===== src/design/rbd_pkg.sv =====
// ----------------------------------------------------------------------------
// rbd_pkg
// Shared sizes, operation and status codes, and the controller command
// bundle for the ring-buffer deque.
// ----------------------------------------------------------------------------
package rbd_pkg;

  // Ring size (power of two) and derived widths
  localparam int DEPTH   = 16;
  localparam int IDX_W   = $clog2(DEPTH);
  localparam int CNT_W   = $clog2(DEPTH + 1);
  localparam int DATA_W  = 32;
  localparam int OP_W    = 3;
  localparam int COUNT_W = 5;
  localparam int STAT_W  = 2;

  // Operation codes; anything else behaves as a query
  localparam logic [OP_W-1:0] OP_PUSH_FRONT = 3'd0;
  localparam logic [OP_W-1:0] OP_PUSH_BACK  = 3'd1;
  localparam logic [OP_W-1:0] OP_POP_FRONT  = 3'd2;
  localparam logic [OP_W-1:0] OP_POP_BACK   = 3'd3;
  localparam logic [OP_W-1:0] OP_QUERY      = 3'd4;

  // Status codes
  localparam logic [STAT_W-1:0] ST_OK    = 2'd0;
  localparam logic [STAT_W-1:0] ST_FULL  = 2'd1;
  localparam logic [STAT_W-1:0] ST_EMPTY = 2'd2;

  // Controller to datapath commands
  typedef struct packed {
    logic accept;  // take the request: update pointers, write a slot
    logic load;    // read front/back slots into the result register
  } rbd_cmd_t;

endpackage


===== src/design/rbd_ctrl.sv =====
// ----------------------------------------------------------------------------
// rbd_ctrl
// Sequencer for the deque: takes one request, runs the slot read, and hands
// the result to the output register when it is free.
// ----------------------------------------------------------------------------
module rbd_ctrl (
  input  logic            clk,
  input  logic            rst_n,
  input  logic            in_valid,
  output logic            in_stall,
  output logic            out_valid,
  input  logic            out_stall,
  output rbd_pkg::rbd_cmd_t cmd
);
  import rbd_pkg::*;

  localparam logic S_IDLE = 1'b0;
  localparam logic S_READ = 1'b1;

  logic state_r, state_nxt;
  logic out_valid_r, out_valid_nxt;
  logic out_free;

  // Output register can take a new result this cycle
  assign out_free = !out_valid_r || !out_stall;

  // Commands
  assign cmd.accept = (state_r == S_IDLE) && in_valid;
  assign cmd.load   = (state_r == S_READ) && out_free;

  assign in_stall  = (state_r != S_IDLE);
  assign out_valid = out_valid_r;

  // Next state
  always_comb begin
    state_nxt = state_r;
    case (state_r)
      S_IDLE: begin
        if (cmd.accept) begin
          state_nxt = S_READ;
        end
      end
      S_READ: begin
        if (cmd.load) begin
          state_nxt = S_IDLE;
        end
      end
      default: state_nxt = S_IDLE;
    endcase
  end

  // Hold the result valid until taken
  always_comb begin
    if (cmd.load) begin
      out_valid_nxt = 1'b1;
    end else if (out_stall) begin
      out_valid_nxt = out_valid_r;
    end else begin
      out_valid_nxt = 1'b0;
    end
  end

  always_ff @(posedge clk) begin
    if (!rst_n) begin
      state_r     <= S_IDLE;
      out_valid_r <= 1'b0;
    end else begin
      state_r     <= state_nxt;
      out_valid_r <= out_valid_nxt;
    end
  end

endmodule


===== src/design/rbd_datapath.sv =====
// ----------------------------------------------------------------------------
// rbd_datapath
// Slot memory, head pointer and entry count, plus the result register.
// Pointer update and slot write happen on accept; the two slot reads land in
// the result register on load.
// ----------------------------------------------------------------------------
module rbd_datapath (
  input  logic                              clk,
  input  logic                              rst_n,
  input  rbd_pkg::rbd_cmd_t                 cmd,
  input  logic [rbd_pkg::OP_W-1:0]          in_op,
  input  logic signed [rbd_pkg::DATA_W-1:0] in_value,
  output logic signed [rbd_pkg::DATA_W-1:0] out_front_value,
  output logic signed [rbd_pkg::DATA_W-1:0] out_back_value,
  output logic [rbd_pkg::COUNT_W-1:0]       out_count,
  output logic                              out_is_empty,
  output logic [rbd_pkg::STAT_W-1:0]        out_status
);
  import rbd_pkg::*;

  logic [DATA_W-1:0] mem [DEPTH];

  logic [IDX_W-1:0]  head_r, head_nxt;
  logic [CNT_W-1:0]  count_r, count_nxt;
  logic [STAT_W-1:0] status_r, status_nxt;

  logic              wr_en;
  logic [IDX_W-1:0]  wr_addr;
  logic              full, empty;
  logic [IDX_W-1:0]  front_addr, back_addr;

  logic [DATA_W-1:0] res_front_r, res_back_r;
  logic [CNT_W-1:0]  res_count_r;
  logic [STAT_W-1:0] res_status_r;

  assign full  = (count_r == CNT_W'(DEPTH));
  assign empty = (count_r == '0);

  // Decode the request: new head, new count, slot write
  always_comb begin
    head_nxt   = head_r;
    count_nxt  = count_r;
    status_nxt = ST_OK;
    wr_en      = 1'b0;
    wr_addr    = head_r + count_r[IDX_W-1:0];
    case (in_op)
      OP_PUSH_FRONT: begin
        if (full) begin
          status_nxt = ST_FULL;
        end else begin
          head_nxt  = head_r - IDX_W'(1);
          wr_addr   = head_r - IDX_W'(1);
          wr_en     = 1'b1;
          count_nxt = count_r + CNT_W'(1);
        end
      end
      OP_PUSH_BACK: begin
        if (full) begin
          status_nxt = ST_FULL;
        end else begin
          wr_en     = 1'b1;
          count_nxt = count_r + CNT_W'(1);
        end
      end
      OP_POP_FRONT, OP_POP_BACK: begin
        if (empty) begin
          status_nxt = ST_EMPTY;
        end else begin
          count_nxt = count_r - CNT_W'(1);
          if (count_r == CNT_W'(1)) begin
            head_nxt = '0;
          end else if (in_op == OP_POP_FRONT) begin
            head_nxt = head_r + IDX_W'(1);
          end
        end
      end
      default: status_nxt = ST_OK;
    endcase
  end

  // Pointer state
  always_ff @(posedge clk) begin
    if (!rst_n) begin
      head_r  <= '0;
      count_r <= '0;
    end else if (cmd.accept) begin
      head_r  <= head_nxt;
      count_r <= count_nxt;
    end
  end

  always_ff @(posedge clk) begin
    if (cmd.accept) begin
      status_r <= status_nxt;
    end
  end

  // Slot write
  always_ff @(posedge clk) begin
    if (cmd.accept && wr_en) begin
      mem[wr_addr] <= in_value;
    end
  end

  // Read front and back slots into the result register
  assign front_addr = head_r;
  assign back_addr  = head_r + count_r[IDX_W-1:0] - IDX_W'(1);

  always_ff @(posedge clk) begin
    if (cmd.load) begin
      res_front_r  <= mem[front_addr];
      res_back_r   <= mem[back_addr];
      res_count_r  <= count_r;
      res_status_r <= status_r;
    end
  end

  // Drive zeros for front/back when the deque is empty
  assign out_is_empty    = (res_count_r == '0);
  assign out_front_value = out_is_empty ? '0 : res_front_r;
  assign out_back_value  = out_is_empty ? '0 : res_back_r;
  assign out_count       = COUNT_W'(res_count_r);
  assign out_status      = res_status_r;

`ifndef ASSERT_OFF
  a_count_range: assert property (@(posedge clk) disable iff (!rst_n)
    count_r <= CNT_W'(DEPTH))
    else $error("entry count above ring size");

  a_head_home: assert property (@(posedge clk) disable iff (!rst_n)
    count_r == '0 |-> head_r == '0)
    else $error("head not at slot zero while empty");

  a_full_push_held: assert property (@(posedge clk) disable iff (!rst_n)
    cmd.accept && full && (in_op == OP_PUSH_FRONT || in_op == OP_PUSH_BACK)
    |=> $stable(count_r) && $stable(head_r) && status_r == ST_FULL)
    else $error("push into full deque changed state");

  a_empty_pop_held: assert property (@(posedge clk) disable iff (!rst_n)
    cmd.accept && empty && (in_op == OP_POP_FRONT || in_op == OP_POP_BACK)
    |=> count_r == '0 && status_r == ST_EMPTY)
    else $error("pop from empty deque changed state");
`endif

endmodule


===== src/design/ring_buffer_deque.sv =====
// ----------------------------------------------------------------------------
// ring_buffer_deque
// Double-ended queue of signed 32-bit values in a 16-slot ring. Each request
// is push front/back, pop front/back or query, and returns one result.
//
//   channel  direction  handshake          payload
//   in_      input      in_valid/in_stall   op, value
//   out_     output     out_valid/out_stall front_value, back_value, count,
//                                           is_empty, status
//
// The accept edge of a request updates head, count and the written slot;
// the load edge, once the output register is free, reads the front and
// back slots into it. The single slot memory with its registered read sets this split.
// At most one request is in flight; a new one is taken while the previous
// result still waits in the output register.
// A stalled output holds the result and keeps the next one in the read step.
// Synchronous reset empties the deque; slot contents are not cleared.
// ----------------------------------------------------------------------------
module ring_buffer_deque (
  input  logic                              clk,
  input  logic                              rst_n,
  input  logic                              in_valid,
  output logic                              in_stall,
  input  logic [rbd_pkg::OP_W-1:0]          in_op,
  input  logic signed [rbd_pkg::DATA_W-1:0] in_value,
  output logic                              out_valid,
  input  logic                              out_stall,
  output logic signed [rbd_pkg::DATA_W-1:0] out_front_value,
  output logic signed [rbd_pkg::DATA_W-1:0] out_back_value,
  output logic [rbd_pkg::COUNT_W-1:0]       out_count,
  output logic                              out_is_empty,
  output logic [rbd_pkg::STAT_W-1:0]        out_status
);
  import rbd_pkg::*;

  rbd_cmd_t cmd;

  // Sequencer
  rbd_ctrl u_ctrl (
    .clk       (clk),
    .rst_n     (rst_n),
    .in_valid  (in_valid),
    .in_stall  (in_stall),
    .out_valid (out_valid),
    .out_stall (out_stall),
    .cmd       (cmd)
  );

  // Storage and pointers
  rbd_datapath u_datapath (
    .clk             (clk),
    .rst_n           (rst_n),
    .cmd             (cmd),
    .in_op           (in_op),
    .in_value        (in_value),
    .out_front_value (out_front_value),
    .out_back_value  (out_back_value),
    .out_count       (out_count),
    .out_is_empty    (out_is_empty),
    .out_status      (out_status)
  );

endmodule

===== config.mk =====
export PLATFORM = sky130hd
export DESIGN_NAME = ring_buffer_deque
export DESIGN_NICKNAME = d
export VERILOG_FILES = /design/src/design/rbd_pkg.sv /design/src/design/rbd_ctrl.sv /design/src/design/rbd_datapath.sv /design/src/design/ring_buffer_deque.sv
export SDC_FILE = /design/constraint.sdc
export NUM_CORES = 1
export LEC_CHECK = 0
export BUFFER_PORTS_ARGS = -buffer_cell sky130_fd_sc_hd__buf_2
export CAP_MARGIN = 20
export CORE_MARGIN = 5
export CORE_UTILIZATION = 30
export CTS_CLUSTER_SIZE = 20
export DETAILED_ROUTE_END_ITERATION = 8
export PLACE_DENSITY = 0.44
export REMOVE_ABC_BUFFERS = 1
export SLEW_MARGIN = 0
export SYNTH_ARGS = -nofsm -noshare
export SYNTH_HDL_FRONTEND = slang
export SYNTH_HIERARCHICAL = 1
export SYNTH_SLANG_ARGS = --single-unit

===== constraint.sdc =====
create_clock -name clk -period 9.6 [get_ports clk]
set_input_delay 0.48 -clock clk [delete_from_list [all_inputs] [get_ports clk]]
set_output_delay 0.48 -clock clk [all_outputs]
set_load 0.02 [all_outputs]

==> impl_metrics.sql <==
INSERT INTO impl_metrics (metric_group, metric, value, unit) VALUES
('synth', 'async_reset_ff_frac', '0', ''),
('sta', 'worst_pin_slew', '1110', 'ps'),
('setup_path', 'critical_path.slowest_cell', 'sky130_fd_sc_hd__ha_4', ''),
('sta', 'rsz_0062_raised_after_global_routing', 'no', ''),
('setup_path', 'ff2ff_path_depth', '8', ''),
('hold_path', 'worst_hold_path.num_cells', '3', ''),
('placed_design', 'gpl.final_weighted_congestion', '0.712', ''),
('global_route', 'grt_overflow_total', '0', ''),
('detailed_routing', 'initialDrtViolationCount', '910', ''),
('global_route', 'wire_length_of_the_first_global_routing_pass', '107000', 'um'),
('setup_path', 'critical_path_cell_by_cell', 'buf_12 > ha_4 > inv_1 > ha_4 > buf_4 > mux4_2 > mux2i_1 > mux2i_1', ''),
('cells_and_area', 'design.final.nets', '1447', ''),
('floorplan', 'die_width', '310', 'um'),
('setup_path', 'worstPathRequired', '9900', 'ps'),
('cells_and_area', 'utilization', '0.348', ''),
('clock_tree', 'cts.htree.levels', '3', ''),
('sta', 'layout_worst_path_cycle_share', '0.513', ''),
('sta', 'fmax_achieved', '203', 'MHz'),
('sta', 'worst_case_headroom_to_the_max_slew_limit', '0.262', ''),
('global_route', 'largest_net_degree_at_the_start_of_global_routing', '139', ''),
('detailed_routing', 'drt-pass1-iter-count', '4', ''),
('sta', 'setup_viol', '0', ''),
('clock_tree', 'postCtsSetupRepairBufs', '0', ''),
('floorplan', 'core_region_area', '89700', 'um2'),
('synth', 'synth_mux_area_frac', '0.278', ''),
('synth', 'ys.flop_type', 'sky130_fd_sc_hd__edfxtp_1', ''),
('setup_path', 'critical_path.reg2reg.startpoint', 'u_datapath/front_addr[0]', ''),
('setup_path', 'worst-r2r-setup-slack', '4680', 'ps'),
('hold_path', 'holdCritStartpoint', 'out_stall', ''),
('synth', 'synthesis.area_per_instance', '21.4', 'um2'),
('synth', 'ys.warnings.count', '6', ''),
('cells_and_area', 'synthToLayoutAreaGrowth', '15.5', '%'),
('floorplan', 'floorplan.die.height', '310', 'um'),
('synth', 'arithmetic_cell_share_of_the_synthesized_area_counting_full_adders_half_adders_and_majority_gates', '0.00536', ''),
('synth', 'ys_seq_area_frac', '0.657', ''),
('setup_path', 'critPathArrivalTime', '5220', 'ps'),
('clock_tree', 'numCtsBuffers', '69', ''),
('global_route', 'grt_use_total', '0.156', ''),
('detailed_routing', 'antenna_left', '0', ''),
('power_and_ir_drop', 'vdd_ir_drop_max', '0.111', 'mV'),
('clock_tree', 'cts.clk_slew.worst_paths', '60', 'ps'),
('synth', 'ys_types', '51', ''),
('clock_tree', 'tritoncts_num_sinks', '596', ''),
('status', 'run_status', 'finished clean', ''),
('placed_design', 'placement.setup.worst_slack', '4530', 'ps'),
('synth', 'post_synthesis_instance_area', '27100', 'um2'),
('hold_path', 'timing.hold.worst_endpoint', 'u_ctrl/out_valid', ''),
('sta', 'min_period', '4920', 'ps'),
('synth', 'synth_seq_cells', '596', ''),
('setup_path', 'cp_slowest_stage_delay', '1040', 'ps'),
('cells_and_area', 'drive_gt1_frac', '0.387', ''),
('setup_path', 'crit-reg2reg-capture', 'u_datapath/res_back_r[13]', ''),
('sta', 'postLayoutSetupSlackWorst', '4680', 'ps'),
('sta', 'fin_skew', '24.5', 'ps'),
('clock_tree', 'cts_resized', '0', ''),
('floorplan', 'die_outline_area', '96300', 'um2'),
('detailed_routing', 'vias', '13600', ''),
('setup_path', 'crit_family', 'buffers and inverters', ''),
('hold_path', 'hold_class', 'in -> reg', ''),
('power_and_ir_drop', 'power.density', '205', 'nW/um2'),
('global_route', 'grt_pass1_vias', '14600', ''),
('global_route', 'number_of_antenna_violations_at_the_first_check_in_global_routing', '7', ''),
('floorplan', 'top_level_ports', '113', ''),
('cells_and_area', 'num-fill-cells', '8348', ''),
('synth', 'largest_family_of_logic_cells_by_synthesized_area', 'multiplexers', ''),
('floorplan', 'row_count', '110', ''),
('synth', 'yosys.area_share.simple', '0.0294', ''),
('detailed_routing', 'avgRoutedWirePerCell', '28.5', 'um'),
('detailed_routing', 'wl', '74900', 'um'),
('placed_design', 'port_buffers', '112', ''),
('clock_tree', 'cts-root-to-sink-buffers', '3', '');
## area by class of cell
type,instances,area (um2),share of cell area
clock buffers,87,1820,0.0581
well taps,1176,1470,0.0471
multi-input cells,576,8980,0.287
flip-flops and latches,596,17800,0.570
clock inverters,38,303,0.00969
diodes,3,7.51,0.000240
repair buffers,145,833,0.0267
inverters,9,33.8,0.00108
## synthesized netlist by cell type (all sizes together) (7+ instances only)
master | instances | area [um2]
mux2i | 102 | 1020
buf | 46 | 295
nor3 | 12 | 70.1
nor2b | 67 | 422
clkbuf | 40 | 150
xnor2 | 8 | 92.6
ha | 10 | 125
nand2 | 7 | 26.3
inv | 9 | 33.8
nor2 | 25 | 93.8
mux4 | 288 | 6490
dfxtp | 11 | 220
edfxtp | 585 | 17600
## routing by layer
metal,routed length (um),vias to the layer above,track usage,part of all wire
met3,3480,76,0.0275,0.046
met1,34300,7532,0.222,0.46
met4,1020,4,0.0325,0.014
li1,-,5711,-,-
met5,27,-,0,0.00036
met2,36000,308,0.254,0.48
## metrics by stage
stage | setup TNS [ps] | total power [mW] | cells | cell area [um2]
2_1_floorplan | -357920 | 3.80 | 1181 | 26600
3_3_place_gp | 0 | 4.02 | 2501 | 29100
3_5_place_dp | 0 | 4.02 | 2501 | 29100
4_1_cts | 0 | 6.52 | 2626 | 31200
5_1_grt | 0 | 6.68 | 2627 | 31200
6_report | 0 | 6.40 | 2630 | 31200
## flip-flops by register name, summed over array words and instances (netlist names), 2 cells and up
register	flops
u_datapath/mem	512
u_datapath/res_front_r	32
u_datapath/out_status	2
u_datapath/out_count	5
u_datapath/front_addr	4
u_datapath/count_r	5
u_datapath/status_r	2
u_datapath/res_back_r	32
## cells by family after synthesis
kind of cell	count (synthesis)
compound gates	26
xor+xnor	11
fa+ha+maj	11
buf+inv	95
flops	596
mux	391
simple gates	137
## worst register-to-register path: stages (launching register included)
cell	delay, ps
sky130_fd_sc_hd__dfxtp_4	350
sky130_fd_sc_hd__buf_12	680
sky130_fd_sc_hd__ha_4	650
sky130_fd_sc_hd__inv_1	210
sky130_fd_sc_hd__ha_4	1040
sky130_fd_sc_hd__buf_4	980
sky130_fd_sc_hd__mux4_2	460
sky130_fd_sc_hd__mux2i_1	180
sky130_fd_sc_hd__mux2i_1	90
## power breakdown
part	leakage (nW)	switching [mW]	internal (mW)
registers	5.38	0.0309	2.93
clock network	1.04	1.05	1.41
logic	3.25	0.534	0.447
total	9.67	1.61	4.79
## worst max-delay path by stage
stage                     depth (start not counted)  slack [ps]                        end                      from
after global placement                            8        4530  u_datapath/res_back_r[17]  u_datapath/front_addr[0]
after CTS                                         8        4530  u_datapath/res_back_r[21]  u_datapath/front_addr[0]
final                                             8        4680  u_datapath/res_back_r[13]  u_datapath/front_addr[0]
after detailed placement                          8        4530  u_datapath/res_back_r[18]  u_datapath/front_addr[0]
after global routing                              8        4320  u_datapath/res_back_r[10]  u_datapath/front_addr[0]
after floorplan                                   6       -2840   u_datapath/res_back_r[0]  u_datapath/front_addr[0]
(Power assumes the default switching activity.)
